[config.mk]
export PLATFORM = sky130hd
export DESIGN_NAME = battery_level_monitor_unit
export DESIGN_NICKNAME = d
export VERILOG_FILES = /design/src/rtl/blm_pkg.sv /design/src/rtl/battery_level_monitor_unit.sv /design/src/rtl/blm_cfg.sv
export SDC_FILE = /design/constraint.sdc
export NUM_CORES = 1
export LEC_CHECK = 0
export ABC_AREA = 0
export BUFFER_PORTS_ARGS = -buffer_cell sky130_fd_sc_hd__buf_2
export CORE_UTILIZATION = 60
export DETAILED_ROUTE_END_ITERATION = 6
export PLACE_DENSITY = 0.85
export SYNTH_ARGS = -nofsm -noshare
export SYNTH_HDL_FRONTEND = slang
export SYNTH_HIERARCHICAL = 1
export SYNTH_SLANG_ARGS = --single-unit
[constraint.sdc]
create_clock -name clk -period 11.9 [get_ports clk]
set_input_delay 3.57 -clock clk [delete_from_list [all_inputs] [get_ports clk]]
set_output_delay 3.57 -clock clk [all_outputs]
set_load 0.01 [all_outputs]
[src/rtl/blm_pkg.sv]
package blm_pkg;

  // Samples averaged into one voltage reading.
  localparam int SAMPLES_PER_READ = 16;

  localparam int SAMPLE_W = 12;
  localparam int OFFSET_W = 8;
  localparam int MV_W     = 15;
  localparam int TIMER_W  = 16;
  localparam int CFG_IDX_W  = 3;
  localparam int CFG_DATA_W = 16;

  // Sum of one full group: each sample at most 4095 + 255.
  localparam int SUM_W = $clog2(SAMPLES_PER_READ * ((2 ** SAMPLE_W - 1) + (2 ** OFFSET_W - 1)) + 1);
  localparam int PROD_W = SUM_W + 4;
  localparam int CNT_W = $clog2(SAMPLES_PER_READ + 1);
  // sum * 11 / (2 * N) gives average times 5.5.
  localparam int AVG_DIV = 2 * SAMPLES_PER_READ;

  localparam logic [MV_W-1:0] VALID_MIN_MV = MV_W'(500);

  // Register indexes.
  localparam logic [CFG_IDX_W-1:0] REG_OFFSET        = 3'd0;
  localparam logic [CFG_IDX_W-1:0] REG_CRITICAL      = 3'd1;
  localparam logic [CFG_IDX_W-1:0] REG_MID           = 3'd2;
  localparam logic [CFG_IDX_W-1:0] REG_FULL          = 3'd3;
  localparam logic [CFG_IDX_W-1:0] REG_SHUTDOWN      = 3'd4;
  localparam logic [CFG_IDX_W-1:0] REG_SHUTDOWN_HOLD = 3'd5;
  localparam logic [CFG_IDX_W-1:0] REG_BLINK_HALF    = 3'd6;
  localparam logic [CFG_IDX_W-1:0] REG_READ_PERIOD   = 3'd7;

  // Reset values.
  localparam logic [OFFSET_W-1:0] RST_OFFSET_MV      = 8'd25;
  localparam logic [MV_W-1:0]     RST_CRITICAL_MV    = 15'd3200;
  localparam logic [MV_W-1:0]     RST_MID_MV         = 15'd3400;
  localparam logic [MV_W-1:0]     RST_FULL_MV        = 15'd3800;
  localparam logic [MV_W-1:0]     RST_SHUTDOWN_MV    = 15'd3100;
  localparam logic [TIMER_W-1:0]  RST_SHUTDOWN_HOLD  = 16'd5000;
  localparam logic [TIMER_W-1:0]  RST_BLINK_HALF     = 16'd500;
  localparam logic [TIMER_W-1:0]  RST_READ_PERIOD    = 16'd5000;

  typedef struct packed {
    logic [OFFSET_W-1:0] offset_mv;
    logic [MV_W-1:0]     critical_mv;
    logic [MV_W-1:0]     mid_mv;
    logic [MV_W-1:0]     full_mv;
    logic [MV_W-1:0]     shutdown_mv;
    logic [TIMER_W-1:0]  shutdown_hold_ms;
    logic [TIMER_W-1:0]  blink_half_ms;
    logic [TIMER_W-1:0]  read_period_ms;
  } cfg_t;

  function automatic logic [TIMER_W-1:0] sat_inc(input logic [TIMER_W-1:0] t);
    return (t == {TIMER_W{1'b1}}) ? t : t + TIMER_W'(1);
  endfunction

endpackage

[src/rtl/battery_level_monitor_unit.sv]
// Channel  | handshake             | payload
// ---------+-----------------------+------------------------------------------------
// in       | in_valid / in_ready   | action, sample_mv
// out      | out_valid / out_ready | sample_request, battery_mv, led_one, led_two,
//          |                       | led_three, critical, shutdown
// cfg      | cfg_valid / cfg_ready | cfg_index, cfg_data
//
// One item per cycle while the output is not stalled: an accepted item updates all
// state in the same edge and its result lands in the output register.
// The only path limiting rate is the output register: in_ready is high while
// that register is empty or being drained, so a stalled output holds new items.
// cfg_ready is always high; writes take effect in the cycle after they are accepted.
// rst (synchronous) restores default registers, clears timers and the shutdown
// latch, and preloads the read timer so the first tick raises sample_request.
module battery_level_monitor_unit (
  input  logic                            clk,
  input  logic                            rst,
  // input items
  input  logic                            in_valid,
  output logic                            in_ready,
  input  logic                            action,
  input  logic [blm_pkg::SAMPLE_W-1:0]    sample_mv,
  // result items
  output logic                            out_valid,
  input  logic                            out_ready,
  output logic                            sample_request,
  output logic [blm_pkg::MV_W-1:0]        battery_mv,
  output logic                            led_one,
  output logic                            led_two,
  output logic                            led_three,
  output logic                            critical,
  output logic                            shutdown,
  // configuration writes
  input  logic                            cfg_valid,
  output logic                            cfg_ready,
  input  logic [blm_pkg::CFG_IDX_W-1:0]   cfg_index,
  input  logic [blm_pkg::CFG_DATA_W-1:0]  cfg_data
);

  blm_pkg::cfg_t cfg;

  assign cfg_ready = 1'b1;

  blm_cfg u_cfg (
    .clk      (clk),
    .rst      (rst),
    .wr_en    (cfg_valid && cfg_ready),
    .wr_index (cfg_index),
    .wr_data  (cfg_data),
    .cfg      (cfg)
  );

  // State
  logic [blm_pkg::SUM_W-1:0]   sample_sum,    sample_sum_next;
  logic [blm_pkg::CNT_W-1:0]   sample_count,  sample_count_next;
  logic [blm_pkg::MV_W-1:0]    voltage_reg,   voltage_reg_next;
  logic [blm_pkg::TIMER_W-1:0] read_timer,    read_timer_next;
  logic [blm_pkg::TIMER_W-1:0] low_timer,     low_timer_next;
  logic [blm_pkg::TIMER_W-1:0] blink_timer,   blink_timer_next;
  logic                        blink_phase,   blink_phase_next;
  logic                        shutdown_flag, shutdown_flag_next;
  logic                        request;

  // Sample path helpers
  logic [blm_pkg::SUM_W-1:0]  sum_add;
  logic [blm_pkg::CNT_W-1:0]  cnt_inc;
  logic [blm_pkg::PROD_W-1:0] sum_x11;
  logic [blm_pkg::PROD_W-1:0] avg_scaled;
  // Tick path helpers
  logic [blm_pkg::TIMER_W-1:0] rt_inc, lt_inc, bt_inc;
  logic                        crit_next;

  logic in_fire;

  assign in_ready = !out_valid || out_ready;
  assign in_fire  = in_valid && in_ready;

  assign sum_add = sample_sum + blm_pkg::SUM_W'(sample_mv) + blm_pkg::SUM_W'(cfg.offset_mv);
  assign cnt_inc = sample_count + blm_pkg::CNT_W'(1);
  // times 11 as shifts and adds, then divide by 2N (a shift for power-of-two N)
  assign sum_x11 = (blm_pkg::PROD_W'(sum_add) << 3) + (blm_pkg::PROD_W'(sum_add) << 1)
                 + blm_pkg::PROD_W'(sum_add);
  assign avg_scaled = blm_pkg::PROD_W'(sum_x11 / blm_pkg::AVG_DIV);

  assign rt_inc = blm_pkg::sat_inc(read_timer);
  assign lt_inc = blm_pkg::sat_inc(low_timer);
  assign bt_inc = blm_pkg::sat_inc(blink_timer);

  always_comb begin
    sample_sum_next    = sample_sum;
    sample_count_next  = sample_count;
    voltage_reg_next   = voltage_reg;
    read_timer_next    = read_timer;
    low_timer_next     = low_timer;
    blink_timer_next   = blink_timer;
    blink_phase_next   = blink_phase;
    shutdown_flag_next = shutdown_flag;
    request            = 1'b0;

    if (action) begin
      // ADC sample: accumulate, close the group on the last one
      sample_sum_next   = sum_add;
      sample_count_next = cnt_inc;
      if (cnt_inc >= blm_pkg::CNT_W'(blm_pkg::SAMPLES_PER_READ)) begin
        voltage_reg_next  = avg_scaled[blm_pkg::MV_W-1:0];
        sample_sum_next   = '0;
        sample_count_next = '0;
      end
    end else begin
      // Tick: read timer; a request drops any partial group
      read_timer_next = rt_inc;
      if (rt_inc >= cfg.read_period_ms) begin
        request           = 1'b1;
        read_timer_next   = '0;
        sample_sum_next   = '0;
        sample_count_next = '0;
      end

      // Shutdown hold, only with a plausible reading
      if (voltage_reg >= blm_pkg::VALID_MIN_MV) begin
        if (voltage_reg >= cfg.shutdown_mv) begin
          low_timer_next = '0;
        end else begin
          low_timer_next = lt_inc;
          if (lt_inc >= cfg.shutdown_hold_ms) begin
            shutdown_flag_next = 1'b1;
          end
        end
      end

      // Blink of LED one while critical
      blink_timer_next = bt_inc;
      if (voltage_reg < cfg.critical_mv) begin
        if (bt_inc >= cfg.blink_half_ms) begin
          blink_phase_next = !blink_phase;
          blink_timer_next = '0;
        end
      end else begin
        blink_phase_next = 1'b1;
      end
    end
  end

  assign crit_next = voltage_reg_next < cfg.critical_mv;

  always_ff @(posedge clk) begin
    if (rst) begin
      sample_sum    <= '0;
      sample_count  <= '0;
      voltage_reg   <= '0;
      read_timer    <= blm_pkg::RST_READ_PERIOD;
      low_timer     <= '0;
      blink_timer   <= '0;
      blink_phase   <= 1'b1;
      shutdown_flag <= 1'b0;
    end else if (in_fire) begin
      sample_sum    <= sample_sum_next;
      sample_count  <= sample_count_next;
      voltage_reg   <= voltage_reg_next;
      read_timer    <= read_timer_next;
      low_timer     <= low_timer_next;
      blink_timer   <= blink_timer_next;
      blink_phase   <= blink_phase_next;
      shutdown_flag <= shutdown_flag_next;
    end
  end

  // Output register
  always_ff @(posedge clk) begin
    if (rst) begin
      out_valid <= 1'b0;
    end else if (in_fire) begin
      out_valid <= 1'b1;
    end else if (out_ready) begin
      out_valid <= 1'b0;
    end
  end

  always_ff @(posedge clk) begin
    if (in_fire) begin
      sample_request <= request;
      battery_mv     <= voltage_reg_next;
      critical       <= crit_next;
      shutdown       <= shutdown_flag_next;
      // shutdown latch blanks the whole bar
      led_one   <= !shutdown_flag_next && (voltage_reg_next != '0)
                   && (!crit_next || blink_phase_next);
      led_two   <= !shutdown_flag_next && (voltage_reg_next >= cfg.mid_mv);
      led_three <= !shutdown_flag_next && (voltage_reg_next >= cfg.full_mv);
    end
  end

endmodule

[src/rtl/blm_cfg.sv]
module blm_cfg (
  input  logic                            clk,
  input  logic                            rst,
  input  logic                            wr_en,
  input  logic [blm_pkg::CFG_IDX_W-1:0]   wr_index,
  input  logic [blm_pkg::CFG_DATA_W-1:0]  wr_data,
  output blm_pkg::cfg_t                   cfg
);

  always_ff @(posedge clk) begin
    if (rst) begin
      cfg.offset_mv        <= blm_pkg::RST_OFFSET_MV;
      cfg.critical_mv      <= blm_pkg::RST_CRITICAL_MV;
      cfg.mid_mv           <= blm_pkg::RST_MID_MV;
      cfg.full_mv          <= blm_pkg::RST_FULL_MV;
      cfg.shutdown_mv      <= blm_pkg::RST_SHUTDOWN_MV;
      cfg.shutdown_hold_ms <= blm_pkg::RST_SHUTDOWN_HOLD;
      cfg.blink_half_ms    <= blm_pkg::RST_BLINK_HALF;
      cfg.read_period_ms   <= blm_pkg::RST_READ_PERIOD;
    end else if (wr_en) begin
      case (wr_index)
        blm_pkg::REG_OFFSET:        cfg.offset_mv        <= wr_data[blm_pkg::OFFSET_W-1:0];
        blm_pkg::REG_CRITICAL:      cfg.critical_mv      <= wr_data[blm_pkg::MV_W-1:0];
        blm_pkg::REG_MID:           cfg.mid_mv           <= wr_data[blm_pkg::MV_W-1:0];
        blm_pkg::REG_FULL:          cfg.full_mv          <= wr_data[blm_pkg::MV_W-1:0];
        blm_pkg::REG_SHUTDOWN:      cfg.shutdown_mv      <= wr_data[blm_pkg::MV_W-1:0];
        blm_pkg::REG_SHUTDOWN_HOLD: cfg.shutdown_hold_ms <= wr_data;
        blm_pkg::REG_BLINK_HALF:    cfg.blink_half_ms    <= wr_data;
        blm_pkg::REG_READ_PERIOD:   cfg.read_period_ms   <= wr_data;
        default: ;
      endcase
    end
  end

endmodule

==> PnR_summary.wiki, run 1 <==
{| class="wikitable"
! Metric !! Value
|-
| Fraction of final layout cells with drive strength greater than 1 || 8.416%
|-
| Register bank with the most flops || u_cfg/cfg
|-
| Port Buffers || 59
|-
| Most instantiated cells after synthesis || dfxtp_1, nor2_1, ha_1
|-
| Worst slew margin relative to its limit || 22.01%
|-
| Final std cell area, no fill || about 16,000 sq um
|-
| Top FF cell, synth || dfxtp_1
|-
| Post-Place Cells || 1,984
|-
| Number of hold buffers added after CTS || 0
|-
| Psw || 0.7989 mW
|-
| Seq/Total Area, Yosys || between 30 and 40%
|-
| Number of flip-flops under the largest register name || 116
|-
| Most frequently used cell type in the post-synthesis netlist || dfxtp_1
|-
| Worst Skew || roughly 0.0072 ns
|-
| Power density relative to cell area || 146.7 nW/um^2
|-
| DRC violation count after routing || 0
|-
| Wire length of the first global-routing pass || 58,660 microns
|-
| Post-Layout Cell Count || 2,030
|-
| # Post-CTS Setup Buffers || 0
|-
| Effective utilization at floorplan || 61.80%
|-
| Pin count of the biggest net entering global routing || roughly 120
|-
| Vias || 12,090
|-
| Worst hold-check path type || register to register
|-
| Number of global-route vias before repair || 11,910
|-
| Clock Path Buffers || 3
|-
| Register share of total power || about 35%
|-
| Clock sinks || 225
|-
| R2r startpoint || u_cfg/cfg[109]$_SDFFE_PP0P_
|-
| Startpoint kind of the worst setup timing path || primary input
|-
| I/O pins || 61
|-
| GRT Util Overall || just under 30%
|-
| Synthesized area divided by synthesized cell count || 8.795 sq um
|-
| Switching part of the total || approximately a third
|-
| Source-to-sink clock delay at the later pin of the worst-skew pair || 0.54 ns
|-
| Source of the worst hold timing path || sample_sum[12]$_SDFFE_PP0P_
|-
| Synthesized netlist cell count || 1,664
|-
| Global placer's final weighted congestion || about 0.93
|-
| Sink of the worst hold path || sample_sum[12]$_SDFFE_PP0P_
|-
| CTS resizes || 0
|-
| Clock transition at the registers of the reported paths || 0.06 ns
|-
| GRT overflow || 0
|-
| Number of CTS-inserted buffers || 25
|-
| Pwr Total || 2.340 mW
|-
| Detailed-router iteration count before antenna repair || 7
|-
| Fraction of synthesized cell area taken by the top area cell type || 27.90%
|-
| Total number of H-tree levels || 1
|-
| Clock network power share || 33.4%
|-
| Die width || about 160 microns
|-
| Hold-critical path depth || 2
|-
| Via-per-instance ratio || 5.958
|-
| Cell-internal power || 1.541 mW
|-
| Layout Area Growth over Synthesis || 8.959%
|-
| Total wire length after detailed routing || between 30,000 and 40,000 microns
|-
| Hold WS || between 0.4 and 0.5 ns
|-
| Period minus WS final || 10.01 ns
|-
| Worst reg2reg endpoint || led_one$_DFFE_PP_
|-
| Comb power frac || 32.0%
|-
| Depth of the worst register-to-register path || 25
|-
| Post-Synthesis Net Count || 1,883
|-
| Data required time at the worst endpoint || around 12 ns
|-
| Start-to-end type of the worst setup path || primary input to register
|-
| Pleak || 7.424 nW
|-
| Layout Utilization || between 60% and 70%
|-
| Leading area contributor after synthesis || dfxtp_1
|-
| Async set or reset register ratio after synthesis || 0%
|-
| Setup slack of the most critical reg-to-reg path || 4.64 ns
|-
| Post-route ant nets || 0
|-
| Setup WS post-layout || 1.894 ns
|-
| Max Slew Vio Count || 0
|-
| Clk Tree Root Cell || clkbuf_16
|-
| Count of max-cap constraint violations || 0
|-
| Total negative slack || 0 ns
|-
| Final layout net count || 1,911
|-
| Netlist Area Pre-Place || 14,640 sq um
|-
| Main area contributors after synthesis || dfxtp_1, ha_1, mux2i_1, nand2b_1, edfxtp_1
|-
| Chip height || 158.2 microns
|-
| Number of synthesized flops with an enable pin || 21
|-
| Largest registers || u_cfg/cfg (116), sample_sum (17)
|-
| Final period util || 84.08%
|-
| CORE AREA || 23,680 sq um
|-
| Data arrival time at the worst-slack endpoint || 10.25 ns
|-
| Antenna violations before repair || 0
|-
| Num rows || 56
|-
| Tightest Pin Transition || 1.163 ns
|-
| Worst setup slack after placement || 1.413 ns
|-
| Final hold violation count || 0
|-
| Kind of end point of the critical path || register
|-
| Worst voltage drop across the vdd grid || 0.0001266 V
|-
| CTS tree || built
|-
| Run status || completed
|-
| DIE AREA || roughly 25,000 sq um
|-
| Launch point of the worst path || sample_mv[1]
|-
| Max Freq || 99.94 MHz
|-
| Standard cell area after detailed placement || 15,120 sq um
|-
| Final HPWL DP || around 26,000 microns
|-
| Setup violations, final || 0
|-
| Highest fanout seen on the critical path || 6
|-
| Number of distinct library cell variants in the gate-level netlist after synthesis || 80
|-
| WL/cell || around 18 microns
|-
| Setup repair after global routing missed its margin || false
|-
| Antenna diodes || 0
|-
| Count of routing violations after the opening detailed-route iteration || 1,119
|-
| Count of warnings emitted by yosys || 6
|-
| Register bit total from synthesis || around 230
|}
[cell families after synthesis]
| logic type | after synthesis | synth area share (%) |
|---|---|---|
| AND/OR/NAND/NOR | 551 | 19.72 |
| AO/OA/AOI/OAI | 293 | 12.79 |
| flip-flops | 225 | 32.21 |
| buffers and inverters | 224 | 6.130 |
| adder cells (fa/ha/maj) | 182 | 16.64 |
| multiplexers | 126 | 8.720 |
| XOR/XNOR | 62 | 3.762 |
| other | 1 | 0.02562 |
[cell type report]
type,instances,area [sq um]
Clock buffer,31,700.7
Clock inverter,15,121.4
Fill cell,1894,7736
Inverter,151,566.8
Multi-Input combinational cell,1215,9030
Sequential cell,225,4715
Tap cell,319,399.1
Timing Repair Buffer,74,414.1
[cells in the final DEF, fill, tap and decap left out, drive strengths merged, types with 5 or more instances in the layout]
cell type and instances:
nand3b 9, a2111oi 7, clkinv 11, nor2b 15
nor4 7, nand2 85, nand3 39, mux2i 120
nand2b 112, inv 153, nand4b 5, o211ai 5
a31oi 6, dfxtp 204, a22oi 19, nor3b 7
nand4 19, a21oi 94, xnor2 46, and2 5
or4 5, edfxtp 21, clkbuf 31, and3 19
ha 161, a21o 29, buf 74, fa 21
xor2 16, o21ai 69, o21a 11, nor3 30
and4 7, nor2 164, a211oi 17, mux2 6
or3 10
[power groups by stage]
stage | registers, mW | clock network (mW) | logic [mW]
4_1_cts | 0.809 | 0.787 | 0.739
3_3_place_gp | 0.825 | 0 | 0.699
5_1_grt | 0.812 | 0.816 | 0.831
2_1_floorplan | 0.823 | 0 | 0.572
3_5_place_dp | 0.825 | 0 | 0.725
6_report | 0.810 | 0.781 | 0.750
[routing by layer]
| layer | wire [microns] | share of wire, % | up-vias | GRT usage, % |
|---|---|---|---|---|
| li1 | - | - | 5847 | - |
| met1 | 15440 | 42 | 5766 | 36.96 |
| met2 | 17540 | 48 | 387 | 50.77 |
| met3 | 2085 | 5.7 | 94 | 4.051 |
| met4 | 1433 | 3.9 | 0 | 12.41 |
| met5 | 0 | 0 | - | 0 |
[worst max-delay path by stage]
stage	cells past startpoint	end
after floorplan	28	led_one$_DFFE_PP_
after global placement	29	led_one$_DFFE_PP_
after detailed placement	26	led_one$_DFFE_PP_
after CTS	26	led_one$_DFFE_PP_
after global routing	26	led_one$_DFFE_PP_
final	26	led_one$_DFFE_PP_
[worst max-delay path, stage by stage]
cell	delay [ns]
buf_2	0.11
fa_1	0.47
ha_1	0.25
fa_1	0.41
a21o_1	0.18
a21oi_1	0.31
o21a_1	0.16
nor3_1	0.08
a41oi_1	0.27
nand2b_1	0.11
xnor2_1	0.34
inv_1	0.15
fa_1	0.50
ha_1	0.36
a21o_1	0.24
a21oi_1	0.28
o21ai_0	0.15
or3_1	0.36
xnor2_1	0.14
o21ai_0	0.67
ha_1	0.39
nor2b_1	0.13
o21ai_0	0.15
a21oi_1	0.08
a211oi_1	0.27
a221oi_1	0.12
No activity file was read; power rests on OpenSTA's default activity.
==> inputs of run 2 (changes only) <==
==> constraint.sdc (replaced) <==
create_clock -name clk -period 10.3 [get_ports clk]
set_input_delay 3.09 -clock clk [delete_from_list [all_inputs] [get_ports clk]]
set_output_delay 3.09 -clock clk [all_outputs]
set_load 0.01 [all_outputs]
==> PnR_summary.wiki, run 2 (same netlist as run 1, synthesis figures left out) <==
{| class="wikitable"
! Metric !! Value
|-
| Total number of H-tree levels || 1 (unchanged)
|-
| Fraction of final layout cells with drive strength greater than 1 || 8.397% (-0.020 points)
|-
| Register area || 4715 sq um (unchanged)
|-
| Clk Tree Root Cell || clkbuf_16
|-
| Multi-input gate area in the final layout || 9030 sq um (unchanged)
|-
| GRT Util Overall || 29.58% (+0.034 points)
|-
| Setup violations, final || 0 (unchanged)
|-
| Post-route ant nets || 0 (unchanged)
|-
| GRT overflow || 0 (unchanged)
|-
| WL/cell || 17.94 microns (-0.22%)
|-
| Die width || 158.2 microns (unchanged)
|-
| CP max stage delay || 0.52 ns (-0.15 ns)
|-
| CTS resizes || 0 (unchanged)
|-
| Most frequent standard cell in the layout excluding fill and tap cells || dfxtp_1
|-
| Total negative slack || 0 ns (unchanged)
|-
| Setup repair after global routing missed its margin || false
|-
| Critical Path Slowest Stage Cell || fa_1
|-
| DRC violation count after routing || 0 (unchanged)
|-
| Number of flip-flops under the largest register name || 116 (unchanged)
|-
| CTS tree || built
|-
| Final period util || 88.83%
|-
| Data arrival time at the worst-slack endpoint || 9.39 ns (-0.86 ns)
|-
| Count of max-cap constraint violations || 0 (unchanged)
|-
| Port Buffers || 59 (unchanged)
|-
| Filler cell count in the final layout || 1,839 (-2.9%)
|-
| Pin count of the biggest net entering global routing || 114 (-7.3%)
|-
| Source-to-sink clock delay at the later pin of the worst-skew pair || 0.53 ns (about the same)
|-
| Number of hold buffers added after CTS || 0 (unchanged)
|-
| Num rows || 56 (unchanged)
|-
| Worst hold-check path type || register to register
|-
| Total wire length after detailed routing || 36,490 microns (about the same)
|-
| Antenna violations before repair || 0 (unchanged)
|-
| Clock sinks || 225 (unchanged)
|-
| Worst setup slack after placement || 0.6767 ns (-0.7361 ns)
|-
| Register bank with the most flops || u_cfg/cfg
|-
| I/O pins || 61 (unchanged)
|-
| Startpoint kind of the worst setup timing path || primary input
|-
| # Post-CTS Setup Buffers || 0 (unchanged)
|-
| CORE AREA || 23,680 sq um (unchanged)
|-
| Layout Area Growth over Synthesis || 9.285%
|-
| Gate family responsible for the most delay along the worst path || compound AO/OA/AOI/OAI gates
|-
| Via-per-instance ratio || 5.960 (about the same)
|-
| Period minus WS final || 9.149 ns
|-
| Kind of end point of the critical path || register
|-
| Tightest Pin Transition || 1.127 ns (-0.03584 ns)
|-
| Final hold violation count || 0 (unchanged)
|-
| Commonest cells after routing, fill and taps aside || dfxtp_1, nor2_1, ha_1
|-
| Effective utilization at floorplan || 61.80% (unchanged)
|-
| Max Slew Vio Count || 0 (unchanged)
|-
| Final HPWL DP || 26,170 microns (+1.6%)
|-
| Pleak || 7.444 nW (+0.27%)
|-
| Number of CTS-inserted buffers || 26 (+4.0%)
|-
| Largest registers || u_cfg/cfg (116), sample_sum (17)
|-
| Start-to-end type of the worst setup path || primary input to register
|-
| Setup WS post-layout || 1.151 ns (-0.7435 ns)
|-
| Run status || completed
|-
| Number of global-route vias before repair || 11,940 (+0.26%)
|-
| Max Freq || around 110 MHz
|-
| Antenna diodes || 0 (unchanged)
|-
| Worst Skew || 0.01758 ns (+0.01036 ns)
|-
| Highest fanout seen on the critical path || 6 (unchanged)
|-
| Worst voltage drop across the vdd grid || 0.0001393 V (+10%)
|-
| Data required time at the worst endpoint || 10.54 ns (-1.61 ns)
|-
| Clock Path Buffers || 3 (unchanged)
|-
| Count of routing violations after the opening detailed-route iteration || 1,108 (-0.98%)
|-
| Clock transition at the registers of the reported paths || 0.06 ns (about the same)
|-
| Power density relative to cell area || 169.6 nW/um^2 (+16%)
|-
| Global placer's final weighted congestion || 0.9288 (-0.17%)
|-
| Number of buffer and inverter stages on the critical path || 2 (unchanged)
|-
| Worst slew margin relative to its limit || 24.41% (+2.4 points)
|-
| Wire length of the first global-routing pass || 58,840 microns (+0.32%)
|-
| DIE AREA || 25,020 sq um (unchanged)
|-
| Vias || 12,120 (+0.24%)
|-
| Final layout net count || 1,915 (+0.21%)
|-
| Critical Path Most Common Cell || a21oi_1
|-
| Chip height || 158.2 microns (unchanged)
|-
| Detailed-router iteration count before antenna repair || 5 (-2)
|-
| Layout Utilization || 67.53% (+0.20 points)
|}
## run 2: cell count changes in the layout (fill, tap and decap cells not counted), sizes merged
cell and change:
clkinvlp -1, clkinv -3, buf +3, clkbuf +8, inv -3
## run 2: layer usage
layer	wire length, microns	GRT usage [%]	part of all wire, %
met5	0	0	0
met4	1385	12.18	3.8
met3	2455	4.927	6.7
met2	17110	50.17	47
met1	15530	37.10	43
## run 2: worst paths after layout
kind	start	endpoint	slack (ns)	cells past startpoint
worst max-delay path	sample_mv[1]	led_one$_DFFE_PP_	1.15	26
worst min-delay path	sample_sum[8]$_SDFFE_PP0P_	sample_sum[8]$_SDFFE_PP0P_	0.46	2
worst max register to register	u_cfg/cfg[109]$_SDFFE_PP0P_	led_one$_DFFE_PP_	3.45	25
worst min register to register	sample_sum[8]$_SDFFE_PP0P_	sample_sum[8]$_SDFFE_PP0P_	0.46	2
## run 2: area by class of cell
cell class                      instances  share of cell area, %
Clock buffer                           39                  4.819
Clock inverter                          8                 0.4772
Inverter                              151                  3.544
Multi-Input combinational cell       1215                  56.46
Sequential cell                       225                  29.48
Tap cell                              319                  2.496
Timing Repair Buffer                   77                  2.730
## run 2: where the power goes
| group | switching [mW] | internal (mW) |
|---|---|---|
| Combinational | 0.507 | 0.355 |
| Sequential | 0.0231 | 0.914 |
| Clock | 0.372 | 0.542 |
## run 2: tightest hold or removal path: stages (launching register included)
cell and delay (ns):
dfxtp_1 0.31, nand2_1 0.06, a21oi_1 0.05
## run 2: through the flow
step	area [sq um]	hold WS [ns]	std cells	power, mW
global route	15990	0.4894	2034	2.858
detailed placement	15150	0.4592	1987	1.798
global placement	15150	0.4421	1987	1.760
floorplan	14640	0.4356	1664	1.612
finish	15990	0.4617	2034	2.713
CTS	15990	0.4668	2034	2.710
